<file path="src/rtl/usd_pkg.sv">
// ----------------------------------------------------------------------------
// UTF-8 stream decoder package
// Status codes and the lead byte and classification functions of the decoder.
// ----------------------------------------------------------------------------
package usd_pkg;

	typedef enum logic [2:0] {
		ST_OK       = 3'd0,
		ST_BAD      = 3'd1,
		ST_SURR     = 3'd2,
		ST_NONCHAR  = 3'd3,
		ST_OVERLONG = 3'd4,
		ST_INVALID  = 3'd5
	} dec_status_t;

	localparam logic [30:0] REPLACEMENT = 31'h0000FFFD;
	localparam logic [30:0] MAX_CODE    = 31'h0010FFFF;

	// sequence length announced by a lead byte, zero for an ASCII byte or a bad lead
	function automatic logic [2:0] lead_len(input logic [7:0] b);
		logic [2:0] n;
		if (b[7:5] == 3'b110) begin
			n = 3'd2;
		end else if (b[7:4] == 4'b1110) begin
			n = 3'd3;
		end else if (b[7:3] == 5'b11110) begin
			n = 3'd4;
		end else if (b[7:2] == 6'b111110) begin
			n = 3'd5;
		end else if (b[7:1] == 7'b1111110) begin
			n = 3'd6;
		end else begin
			n = 3'd0;
		end
		return n;
	endfunction

	// payload bits carried by a lead byte of the given length
	function automatic logic [30:0] lead_payload(input logic [7:0] b, input logic [2:0] n);
		logic [30:0] v;
		case (n)
			3'd2:    v = {26'd0, b[4:0]};
			3'd3:    v = {27'd0, b[3:0]};
			3'd4:    v = {28'd0, b[2:0]};
			3'd5:    v = {29'd0, b[1:0]};
			default: v = {30'd0, b[0]};
		endcase
		return v;
	endfunction

	function automatic logic [2:0] bytes_needed(input logic [30:0] v);
		logic [2:0] n;
		if (v < 31'h00000080) begin
			n = 3'd1;
		end else if (v < 31'h00000800) begin
			n = 3'd2;
		end else if (v < 31'h00010000) begin
			n = 3'd3;
		end else if (v < 31'h00200000) begin
			n = 3'd4;
		end else if (v < 31'h04000000) begin
			n = 3'd5;
		end else begin
			n = 3'd6;
		end
		return n;
	endfunction

	function automatic dec_status_t classify(input logic [30:0] v, input logic [2:0] n);
		dec_status_t s;
		if (v > MAX_CODE) begin
			s = ST_BAD;
		end else if (v >= 31'h0000D800 && v <= 31'h0000DFFF) begin
			s = ST_SURR;
		end else if ((v >= 31'h0000FDD0 && v <= 31'h0000FDEF) || (&v[15:1])) begin
			s = ST_NONCHAR;
		end else if (bytes_needed(v) < n) begin
			s = ST_OVERLONG;
		end else begin
			s = ST_OK;
		end
		return s;
	endfunction

endpackage

</file>
<file path="src/rtl/utf8_stream_decoder.sv">
// ----------------------------------------------------------------------------
// UTF-8 stream decoder
// Input byte register, single pass decode, output result register.
// ----------------------------------------------------------------------------
// One byte per input beat on in_valid/in_stall/in_byte; one result per output
// beat on out_valid/out_stall with status, code_point and last.
// A byte is registered in the byte register on acceptance and decoded from
// there; its result, if any, is registered in the output register.
// Throughput is one byte per cycle unless a stall holds. A byte that breaks
// an open sequence and also yields a result of its own as a fresh lead is
// decoded twice: the invalid result first, then again from the byte register.
// Bytes that only start or extend a sequence give no result beat.
// The output register is the only result storage: while out_stall holds a
// waiting result, a byte that gives a result waits in the byte register and
// in_stall rises; bytes that give no result still pass.
// Reset clears the byte and result valid flags and the sequence state, so the
// decoder expects a lead byte.
// ----------------------------------------------------------------------------
module utf8_stream_decoder (
	input  logic        clk,
	input  logic        arst_n,
	input  logic        in_valid,
	output logic        in_stall,
	input  logic [7:0]  in_byte,
	output logic        out_valid,
	input  logic        out_stall,
	output logic [2:0]  status,
	output logic [30:0] code_point,
	output logic        last
);

	logic        valid_s1;
	logic [7:0]  byte_s1;
	logic [2:0]  seq_len_q;
	logic [2:0]  seq_pos_q;
	logic [30:0] accum_q;
	logic        out_valid_q;
	logic [2:0]  status_q;
	logic [30:0] code_q;
	logic        last_q;

	logic        out_free;
	logic        emit;
	logic        fire;
	logic        consume;
	logic [2:0]  len_d;
	logic [2:0]  pos_d;
	logic [30:0] accum_d;
	usd_pkg::dec_status_t st_d;
	logic [30:0] cp_d;
	logic        last_d;

	logic        is_ascii;
	logic [2:0]  ld_len;
	logic        lead_res;
	logic [30:0] cont_acc;
	logic [2:0]  cont_pos;

	assign out_free = !out_valid_q || !out_stall;
	assign is_ascii = !byte_s1[7];
	assign ld_len   = usd_pkg::lead_len(byte_s1);
	assign lead_res = is_ascii || (ld_len == 3'd0);
	assign cont_acc = {accum_q[24:0], byte_s1[5:0]};
	assign cont_pos = seq_pos_q + 3'd1;

	always_comb begin
		emit    = 1'b0;
		consume = 1'b0;
		len_d   = seq_len_q;
		pos_d   = seq_pos_q;
		accum_d = accum_q;
		st_d    = usd_pkg::ST_OK;
		cp_d    = {23'd0, byte_s1};
		last_d  = 1'b1;
		if (seq_len_q == 3'd0) begin
			if (is_ascii) begin
				emit = 1'b1;
			end else if (ld_len == 3'd0) begin
				emit    = 1'b1;
				st_d    = usd_pkg::ST_INVALID;
				cp_d    = usd_pkg::REPLACEMENT;
				accum_d = usd_pkg::REPLACEMENT;
			end else begin
				len_d   = ld_len;
				pos_d   = 3'd1;
				accum_d = usd_pkg::lead_payload(byte_s1, ld_len);
			end
			consume = 1'b1;
		end else if (byte_s1[7:6] != 2'b10) begin
			emit   = 1'b1;
			st_d   = usd_pkg::ST_INVALID;
			cp_d   = usd_pkg::REPLACEMENT;
			last_d = !lead_res;
			if (lead_res) begin
				// hold the byte and decode it again as a lead
				len_d   = 3'd0;
				pos_d   = 3'd0;
				accum_d = usd_pkg::REPLACEMENT;
			end else begin
				len_d   = ld_len;
				pos_d   = 3'd1;
				accum_d = usd_pkg::lead_payload(byte_s1, ld_len);
				consume = 1'b1;
			end
		end else begin
			accum_d = cont_acc;
			consume = 1'b1;
			if (cont_pos >= seq_len_q) begin
				emit  = 1'b1;
				st_d  = usd_pkg::classify(cont_acc, seq_len_q);
				cp_d  = cont_acc;
				len_d = 3'd0;
				pos_d = 3'd0;
			end else begin
				pos_d = cont_pos;
			end
		end
	end

	assign fire     = valid_s1 && (!emit || out_free);
	assign in_stall = valid_s1 && !(fire && consume);

	always_ff @(posedge clk or negedge arst_n) begin
		if (!arst_n) begin
			valid_s1    <= 1'b0;
			seq_len_q   <= 3'd0;
			seq_pos_q   <= 3'd0;
			accum_q     <= 31'd0;
			out_valid_q <= 1'b0;
		end else begin
			if (in_valid && !in_stall) begin
				valid_s1 <= 1'b1;
			end else if (fire && consume) begin
				valid_s1 <= 1'b0;
			end
			if (fire) begin
				seq_len_q <= len_d;
				seq_pos_q <= pos_d;
				accum_q   <= accum_d;
			end
			if (fire && emit) begin
				out_valid_q <= 1'b1;
			end else if (!out_stall) begin
				out_valid_q <= 1'b0;
			end
		end
	end

	always_ff @(posedge clk) begin
		if (in_valid && !in_stall) begin
			byte_s1 <= in_byte;
		end
		if (fire && emit) begin
			status_q <= st_d;
			code_q   <= cp_d;
			last_q   <= last_d;
		end
	end

	assign out_valid  = out_valid_q;
	assign status     = status_q;
	assign code_point = code_q;
	assign last       = last_q;

endmodule

</file>
<file path="config.mk">
export PLATFORM = sky130hd
export DESIGN_NAME = utf8_stream_decoder
export DESIGN_NICKNAME = d
export VERILOG_FILES = /design/src/rtl/usd_pkg.sv /design/src/rtl/utf8_stream_decoder.sv
export SDC_FILE = /design/constraint.sdc
export NUM_CORES = 1
export LEC_CHECK = 0
export ABC_CLOCK_PERIOD_IN_PS = 13800
export BUFFER_PORTS_ARGS = -buffer_cell sky130_fd_sc_hd__buf_2
export CORE_ASPECT_RATIO = 0.5
export CORE_MARGIN = 1
export CORE_UTILIZATION = 60
export CTS_CLUSTER_SIZE = 30
export DETAILED_ROUTE_END_ITERATION = 10
export GPL_TIMING_DRIVEN = 0
export PLACE_DENSITY = 0.82
export SYNTH_ARGS = -nofsm -noshare
export SYNTH_HDL_FRONTEND = slang
export SYNTH_SLANG_ARGS = --single-unit
</file>
<file path="constraint.sdc">
create_clock -name clk -period 13.8 [get_ports clk]
set_input_delay 0.69 -clock clk [delete_from_list [all_inputs] [get_ports clk]]
set_output_delay 0.69 -clock clk [all_outputs]
set_load 0.05 [all_outputs]
</file>
==> results of run 1 <==
## Yosys cell counts (2+ instances only)
library cell | n | area, µm²
sky130_fd_sc_hd__nor3_1 | 4 | 20.0
sky130_fd_sc_hd__a22o_1 | 2 | 17.5
sky130_fd_sc_hd__o21ai_0 | 4 | 20.0
sky130_fd_sc_hd__mux2i_1 | 2 | 20.0
sky130_fd_sc_hd__ha_1 | 6 | 75.1
sky130_fd_sc_hd__a21oi_1 | 8 | 40.0
sky130_fd_sc_hd__o31ai_1 | 3 | 22.5
sky130_fd_sc_hd__nand3_1 | 18 | 90.1
sky130_fd_sc_hd__nor3b_1 | 2 | 15.0
sky130_fd_sc_hd__or4_1 | 4 | 30.0
sky130_fd_sc_hd__o311ai_0 | 2 | 17.5
sky130_fd_sc_hd__o21bai_1 | 2 | 15.0
sky130_fd_sc_hd__a21o_1 | 11 | 82.6
sky130_fd_sc_hd__o2bb2ai_2 | 20 | 300
sky130_fd_sc_hd__dfrtp_1 | 33 | 826
sky130_fd_sc_hd__clkbuf_1 | 8 | 30.0
sky130_fd_sc_hd__a31oi_1 | 3 | 18.8
sky130_fd_sc_hd__nand2b_1 | 9 | 56.3
sky130_fd_sc_hd__nand4_1 | 4 | 25.0
sky130_fd_sc_hd__and4_1 | 2 | 17.5
sky130_fd_sc_hd__nor2_1 | 15 | 56.3
sky130_fd_sc_hd__inv_1 | 5 | 18.8
sky130_fd_sc_hd__mux2_2 | 2 | 22.5
sky130_fd_sc_hd__buf_2 | 2 | 10.0
sky130_fd_sc_hd__mux2_4 | 3 | 45.0
sky130_fd_sc_hd__nand2_1 | 10 | 37.5
sky130_fd_sc_hd__and3_1 | 17 | 106
sky130_fd_sc_hd__o211ai_1 | 12 | 90.1
sky130_fd_sc_hd__buf_6 | 3 | 33.8
sky130_fd_sc_hd__edfxtp_1 | 43 | 1290
## metrics by stage
step | std cells | area (µm²) | hold WS [ps] | utilization (%)
3_5_place_dp | 424 | 4140 | 512 | 71.9
3_3_place_gp | 420 | 4100 | 488 | 71.3
2_1_floorplan | 288 | 3750 | 394 | -
4_1_cts | 440 | 4420 | 447 | 76.8
5_1_grt | 440 | 4420 | 497 | 76.8
6_report | 440 | 4420 | 421 | 76.8
## logic make-up after synthesis
logic type               share of synthesized area (%)
buffers and inverters                             2.87
flip-flops                                        56.4
adder cells (fa/ha/maj)                           2.00
AO/OA/AOI/OAI                                     20.5
AND/OR/NAND/NOR                                   15.4
multiplexers                                      2.63
XOR/XNOR                                         0.233
## registers in the layout, indices dropped and copies added, names as in the netlist
| name | count |
|---|---|
| status | 3 |
| seq_len_q | 3 |
| code_point | 31 |
| out_valid | 1 |
| accum_q | 25 |
| last | 1 |
| byte_s1 | 8 |
| valid_s1 | 1 |
| seq_pos_q | 3 |
## layer usage
metal | routed length (µm) | vias to the layer above | GRT usage, %
li1 | - | 1269 | -
met1 | 3590 | 1338 | 37.3
met2 | 3710 | 114 | 42.0
met3 | 591 | 11 | 7.22
met4 | 127 | 0 | 13.2
met5 | 0 | - | 0
## area by class of cell
cell class	count	area, µm²
buffer	14	88.8
clock buffer	10	229
clock inverter	6	55.1
fill	390	1330
inverter	5	18.8
multi-input combinational	193	1540
sequential	76	2120
tap	84	105
timing repair buffer	52	270
## layout by cell type, fill, tap and decap left out, types with 2 or more instances in the layout
| cell | count |
|---|---|
| sky130_fd_sc_hd__nand3_1 | 18 |
| sky130_fd_sc_hd__nand4_1 | 4 |
| sky130_fd_sc_hd__a21oi_1 | 8 |
| sky130_fd_sc_hd__o211ai_1 | 12 |
| sky130_fd_sc_hd__o21ai_0 | 4 |
| sky130_fd_sc_hd__o2bb2ai_2 | 20 |
| sky130_fd_sc_hd__a22o_1 | 2 |
| sky130_fd_sc_hd__nand2b_1 | 9 |
| sky130_fd_sc_hd__nor2_1 | 15 |
| sky130_fd_sc_hd__clkinv_1 | 2 |
| sky130_fd_sc_hd__buf_4 | 4 |
| sky130_fd_sc_hd__ha_1 | 6 |
| sky130_fd_sc_hd__or4_1 | 4 |
| sky130_fd_sc_hd__buf_2 | 50 |
| sky130_fd_sc_hd__clkbuf_16 | 9 |
| sky130_fd_sc_hd__nor3_1 | 4 |
| sky130_fd_sc_hd__o21bai_1 | 2 |
| sky130_fd_sc_hd__nor3b_1 | 2 |
| sky130_fd_sc_hd__and3_1 | 17 |
| sky130_fd_sc_hd__o311ai_0 | 2 |
| sky130_fd_sc_hd__and4_1 | 2 |
| sky130_fd_sc_hd__inv_1 | 5 |
| sky130_fd_sc_hd__nand2_1 | 10 |
| sky130_fd_sc_hd__buf_6 | 3 |
| sky130_fd_sc_hd__mux2i_1 | 2 |
| sky130_fd_sc_hd__clkinv_2 | 2 |
| sky130_fd_sc_hd__edfxtp_1 | 43 |
| sky130_fd_sc_hd__clkbuf_1 | 9 |
| sky130_fd_sc_hd__mux2_4 | 3 |
| sky130_fd_sc_hd__a31oi_1 | 3 |
| sky130_fd_sc_hd__a21o_1 | 11 |
| sky130_fd_sc_hd__mux2_2 | 2 |
| sky130_fd_sc_hd__o31ai_1 | 3 |
| sky130_fd_sc_hd__dfrtp_1 | 33 |
## worst max-delay path: stages, from the launching register on
cell and delay [ps]:
sky130_fd_sc_hd__dfrtp_1 410, sky130_fd_sc_hd__ha_1 340, sky130_fd_sc_hd__ha_1 290, sky130_fd_sc_hd__a21o_1 210, sky130_fd_sc_hd__a211oi_4 540, sky130_fd_sc_hd__o32ai_1 230
sky130_fd_sc_hd__buf_2 250
## worst min path at each step
| stage | startpoint | end | cells past startpoint |
|---|---|---|---|
| floorplan | arst_n | accum_q[0] | 0 |
| global placement | seq_pos_q[2] | seq_pos_q[2] | 1 |
| detailed placement | accum_q[23] | accum_q[23] | 1 |
| CTS | arst_n | accum_q[13] | 1 |
| global route | arst_n | accum_q[16] | 1 |
| finish | arst_n | accum_q[18] | 1 |
==> results.txt, run 1 <==
- Setup repair after global routing left no endpoint under its margin.
- At the pin with the least slew margin, the transition time is 776 ps.
- Die span in y: 57.9 µm
- Synthesized area divided by synthesized cell count: 13.0 µm²
- CTS placed an instance of sky130_fd_sc_hd__clkbuf_16 at the clock tree root.
- Worst endpoint required time: 13110 ps
- Core Footprint: 5750 µm²
- For this run, the detailed router's first-pass iteration total came to 4.
- The first routing iteration left 270 violations.
- Global routing used 27.4% of the available tracks.
- Count of state elements after synthesis: 76
- Measured against its own limit, the worst slew margin works out to 48.3%.
- In this run the worst hold path is classified as primary input to asynchronous set/reset pin.
- Site Rows: 19
- First-pass GRT wire length: 13100 µm
- Maximum capacitance violations: 0
* Fraction of final layout cells with drive strength greater than 1: 29.5%
- The number of failing hold endpoints at the final stage came to 0.
- TritonCTS created 9 clock buffers.
* Total negative slack: 0 ps
* Register-to-register path setup slack: 10900 ps
- Endpoint of the most critical register-to-register path: byte_s1[7]
- For the final database, setup skew stands at 5.35 ps.
- Initial Utilization: 65.3%
* Total overflow reported by the global router: 0
* Number of nets in the final layout: 369
- By startpoint and endpoint, the worst setup path is classified as flop to output port.
- The floorplan step set the die width to 114 µm.
* Post-cts sizing count: 0
- Sequential cell area fraction in the yosys report: 56.4%
- The most used flip-flop cell after synthesis is sky130_fd_sc_hd__edfxtp_1.
- Buffers placed on the I/O ports in this run total 48.
* Startpoint Class: flop
* Startpoint of the worst-slack reg-to-reg timing path: seq_pos_q[0]
- The critical path starts at seq_pos_q[0].
- Count of warnings emitted by yosys: 0
- Clock insertion delay at the later pin of the skew report: 340 ps
* Asr flop ratio synth: 43.4%
- Via count of the first global-routing pass: 2604
* Post-synth EDFFs: 43
- The most critical setup path has its endpoint at in_stall.
- 0 antenna diodes ended up in the layout.
- Number of clock sinks seen by CTS: 76
- Data on the critical path arrives at its endpoint at 2620 ps.
- Detailed routing inserted a total of 2732 vias.
- TritonCTS built the clock tree.
- The routed design has 8020 µm of wire.
- Final WS setup: 10490 ps
* Cells after Synth: 288
- Critical path capture point type: output port
- Buffer count from post-CTS setup fixing: 0
- Half-perimeter wire length after detailed placement: 5720 µm
- Of all nets on the critical path, the largest fanout is 10.
- For the worst flop-to-flop path, the logic depth is 6.
- Number of antenna violations at the first check in global routing: 0
- After clock tree synthesis, the clock-pin slew on the worst setup and hold paths is 60 ps.
- Post-detailed-route DRC marker count: 0
- OpenSTA, run right after detailed placement, puts the worst setup slack at 10890 ps.
- In this run the remaining antenna-violating nets after routing total 0.
- For this run, the top clock speed supported by timing is 302 MHz.
* Hold Buf Count CTS: 0
- The die covers 6600 µm².
* Fin crit share: 24.0%
- The number of pins with negative max-slew slack in the final report came to 0.
- In this run the number of H-tree levels came out at 3.
- The congestion estimate from routability-driven global placement came to 0.927.
- The number of nets in the synthesized netlist is 306.
- Maximum number of pins on one net before global-route repair: 34
* Ports: 49
* Drt via density: 6.21
* Signed area change from the synthesized netlist to the final layout: 17.7%
* Status: complete, no violations
* Cell area after synthesis: 3750 µm²
- Final routed wire length divided by cell count: 18.2 µm
- The smallest clock period supported by the final layout is computed as 3310 ps.
* Max Buffers Root-to-Sink: 2
* Number of different library cells in the post-synthesis netlist: 59
* Setup violations, final: 0
Power of run 1 is left out: the tool's default activity adds up to more than one toggle a clock period on the data nets, which glitch-free logic cannot reach.
==> run 2: changes to the inputs <==
ABC_AREA = 1   (was unset)
ABC_CLOCK_PERIOD_IN_PS = 3500   (was 13800)
CORE_UTILIZATION = 58   (was 60)
PLACE_DENSITY = 0.8   (was 0.82)
clock period = 3.5 ns   (was 13.8 ns; I/O delays follow)
==> run 2 against run 1 <==
  * Via count increased by 20%
  * Critical path type is now flop to flop
  * Cell count increased by 39%
  * Setup slack worse by 10000 ps
  * Wire length rose by 3.3%
  * Utilization down 4.3 points
  * Highest routed layer unchanged
  * Hold slack worse by 410 ps
  * Non-clock buffer count is 4 lower
  * Global-route usage down 0.91 points
  * Sequential cell count is the same
  * Critical endpoint is now byte_s1[6]
  * Clock skew is essentially flat
  * Final area grew 2.2%
==> results.txt, run 2 <==
- Setup violations remaining at the end of the flow were counted as 0.
- Count of warnings emitted by yosys: 0
- At the later pin of the worst-skew pair, clock insertion delay measures 330 ps.
- In the post-synthesis netlist, the cell with the most instances is sky130_fd_sc_hd__nand2_1.
- The flow ran to the end, and the final reports show no timing, DRC or antenna violations.
- Global-route total usage across every layer: 26.5%
- Count of state elements after synthesis: 76
- CTS saw 76 sinks.
- The die is 59.5 µm tall.
- Number of DRC markers after the initial detailed-route iteration: 331
- First-pass iteration count of the detailed router: 7
- Summing all non-filler instances in the final layout gives an area of 4520 µm².
* Post-synth top area cell: sky130_fd_sc_hd__edfxtp_1
- In the final routed layout, each cell accounts on average for 13.6 µm.
- Site Rows: 20
- STA classifies the critical path startpoint as a flop.
- Total of fill cells in the finished design: 477
- GPL Wtd Cong: 0.909
* CTS Buf Count: 9
* Mapped Nets: 474
- Cells after Synth: 456
* Total number of vias: 3273
- Most common cell after layout, fill and taps aside: sky130_fd_sc_hd__nand2_1
* Count of H-tree levels built during CTS: 3
- The worst hold path belongs to the class primary input to flop.
* Antenna Cells: 0
- The final layout contains 535 nets.
- Worst Reg-to-Reg Cells: 12
- Worst-path clk slew: 60 ps
- Yosys mapped the design onto 31 distinct sky130hd cell types.
* Synthesized area divided by synthesized cell count: 8.41 µm²
- Number of buffers and inverters on the critical path: 1
- By instance count, the cell type seen most on the critical path is sky130_fd_sc_hd__nand2_1.
- Max Buffers Root-to-Sink: 2
- The worst hold path begins at in_byte[1].
* Total negative slack: 0 ps
- Critical path cell sequence: ha_1 > xor2_1 > ha_1 > a21oi_1 > nand4_1 > nand2_1 > nand2_1 > nand2_2 > nand2_1 > nand2_1 > inv_2 > nor2_1
* Clk_skew: 5.14 ps
- Along the worst path, the maximum fanout reaches 9.
- After detailed placement, the total cell area comes to 4190 µm².
- Cells with a size suffix above 1 make up 16.3% of the layout.
* Core Footprint: 6230 µm²
- Flip-flop count of the largest register, all copies and words added: 31
- Setup repair after global routing missed its margin: false
- The wire-length estimate of the detail-placed layout is 5900 µm.
* CP max stage delay: 520 ps
* Setup CP Type: flop to flop
- Die Wd: 117 µm
- Leading cell types by total area after synthesis: sky130_fd_sc_hd__edfxtp_1 (34%), sky130_fd_sc_hd__dfrtp_1 (22%), sky130_fd_sc_hd__nand2_1 (16%), sky130_fd_sc_hd__inv_1 (5.9%), sky130_fd_sc_hd__nand4_1 (5.2%)
- The number of pins with negative max-slew slack in the final report is 0.
- Hold Worst Slack: 15.9 ps
* First-pass GRT wire length: 13300 µm
- Counting flops with an async set or reset pin after synthesis yields a share of 43.4%.
- Register-to-register path setup slack: 470 ps
- From synthesis to final layout, the design area changed by 17.7%.
* Clock Tree Root: sky130_fd_sc_hd__clkbuf_16
* Critical path's slowest cell: sky130_fd_sc_hd__nor2_1
- Critical path capture point type: flop
* Cell area after synthesis: 3840 µm²
- Of the available clock period, the critical path in the final layout requires 86.6%.
- Maximum capacitance violations: 0
- Among all flip-flop cells after synthesis, the most frequent one is sky130_fd_sc_hd__edfxtp_1.
* Crit path time final: 3030 ps
* Pin slew with the least headroom to its limit: 772 ps
- Most instantiated cells after synthesis: sky130_fd_sc_hd__nand2_1 (160), sky130_fd_sc_hd__inv_1 (60), sky130_fd_sc_hd__edfxtp_1 (43)
- Number of antenna violations at the first check in global routing: 0
- In this run the critical register-to-register path is captured at byte_s1[6].
* Worst hold stages: 1
- Of the synthesized area, sequential elements account for 55.2%.
- TritonCTS built the clock tree.
* Ports: 49
- The via count of the first global-routing pass came to 2792.
- The number of failing hold endpoints at the final stage was 0.
- The library cells used most frequently in the layout, excluding fill and tap cells, are sky130_fd_sc_hd__nand2_1 (160), sky130_fd_sc_hd__inv_1 (59), sky130_fd_sc_hd__buf_2 (53).
- Post-synth EDFFs: 43
- Drt via density: 5.37
- End-of-flow core utilization: 72.5%
- Worst rel slew slack: 48.6%
- The count of nets left with antenna violations once routing finished came out at 0.
- Post-detailed-route DRC marker count: 0
- STA puts the critical path data arrival time at 2990 ps.
- In this run the tool buffered the top-level ports with 48 buffer cells.
- The total overflow left after global routing is 0.
* End point of the worst hold path: byte_s1[1]
- Based on the critical path, the design can be clocked at up to 330 MHz.
* Share of the synthesized area in the top cell type: 33.7%
* Maximum number of pins on one net before global-route repair: 36
* Worst endpoint required time: 3460 ps
* Initial Utilization: 61.6%
- Die Area: 6960 µm²
* Crit-path leading delay family: simple AND/OR/NAND/NOR gates
* Total wirelength of the detailed-routed design: 8290 µm
- Startpoint of the worst-slack reg-to-reg timing path: seq_pos_q[0]
run 2: cell count changes in the layout (fill, tap and decap cells not counted), moves of 11 or more:
cell,previous run,this run
sky130_fd_sc_hd__nand4_1,4,32
sky130_fd_sc_hd__inv_1,5,59
sky130_fd_sc_hd__nor2_1,15,35
sky130_fd_sc_hd__a21o_1,11,0
sky130_fd_sc_hd__o2bb2ai_2,20,0
sky130_fd_sc_hd__and3_1,17,0
sky130_fd_sc_hd__o211ai_1,12,1
sky130_fd_sc_hd__nand2_1,10,160
run 2: per-layer routing:
layer  vias up  share of wire (%)  GRT usage, %
met2       163                 43          40.1
met3        11                9.6          7.46
li1       1609                  -             -
met1      1490                 46          37.3
met4         0                1.2          8.32
met5         -                  0             0
run 2: cell type report:
cell class / instances / area, µm² / share of cell area, %
Sequential cell: 76 / 2120 / 46.9
Multi-Input combinational cell: 301 / 1410 / 31.2
Timing Repair Buffer: 50 / 278 / 6.15
Inverter: 67 / 251 / 5.57
Clock buffer: 10 / 229 / 5.07
Tap cell: 88 / 110 / 2.44
Clock inverter: 6 / 63.8 / 1.41
Buffer: 12 / 58.8 / 1.30
run 2: repair_timing:
item                      4_1_cts  5_1_grt
gates resized for setup         0        0
hold endpoints to repair       33        0
hold buffers                    1        0
buffers inserted                0        0
run 2: how the worst max path moves through the flow:
stage / start / end / slack (ps) / cells after the start
after detailed placement: seq_pos_q[0] / code_point[2] / 440 / 9
after global routing: seq_pos_q[0] / byte_s1[2] / 210 / 12
final: seq_pos_q[0] / byte_s1[6] / 470 / 12
after global placement: seq_pos_q[0] / code_point[2] / 510 / 9
after floorplan: seq_pos_q[0] / byte_s1[0] / 820 / 12
after CTS: seq_pos_q[0] / code_point[3] / 410 / 9
run 2: through the flow:
step	std cells	worst slack, ps
3_3_place_gp	592	512
3_5_place_dp	592	441
4_1_cts	609	412
2_1_floorplan	456	825
5_1_grt	610	210
6_report	610	470
run 2: logic make-up after synthesis:
| family | count (synthesis) | synth area share [%] |
|---|---|---|
| fa+ha+maj | 6 | 1.96 |
| flops | 76 | 55.2 |
| buf+inv | 79 | 8.09 |
| xor+xnor | 1 | 0.228 |
| compound gates | 29 | 4.40 |
| simple gates | 265 | 30.1 |
Power of run 2 is left out for the same reason.
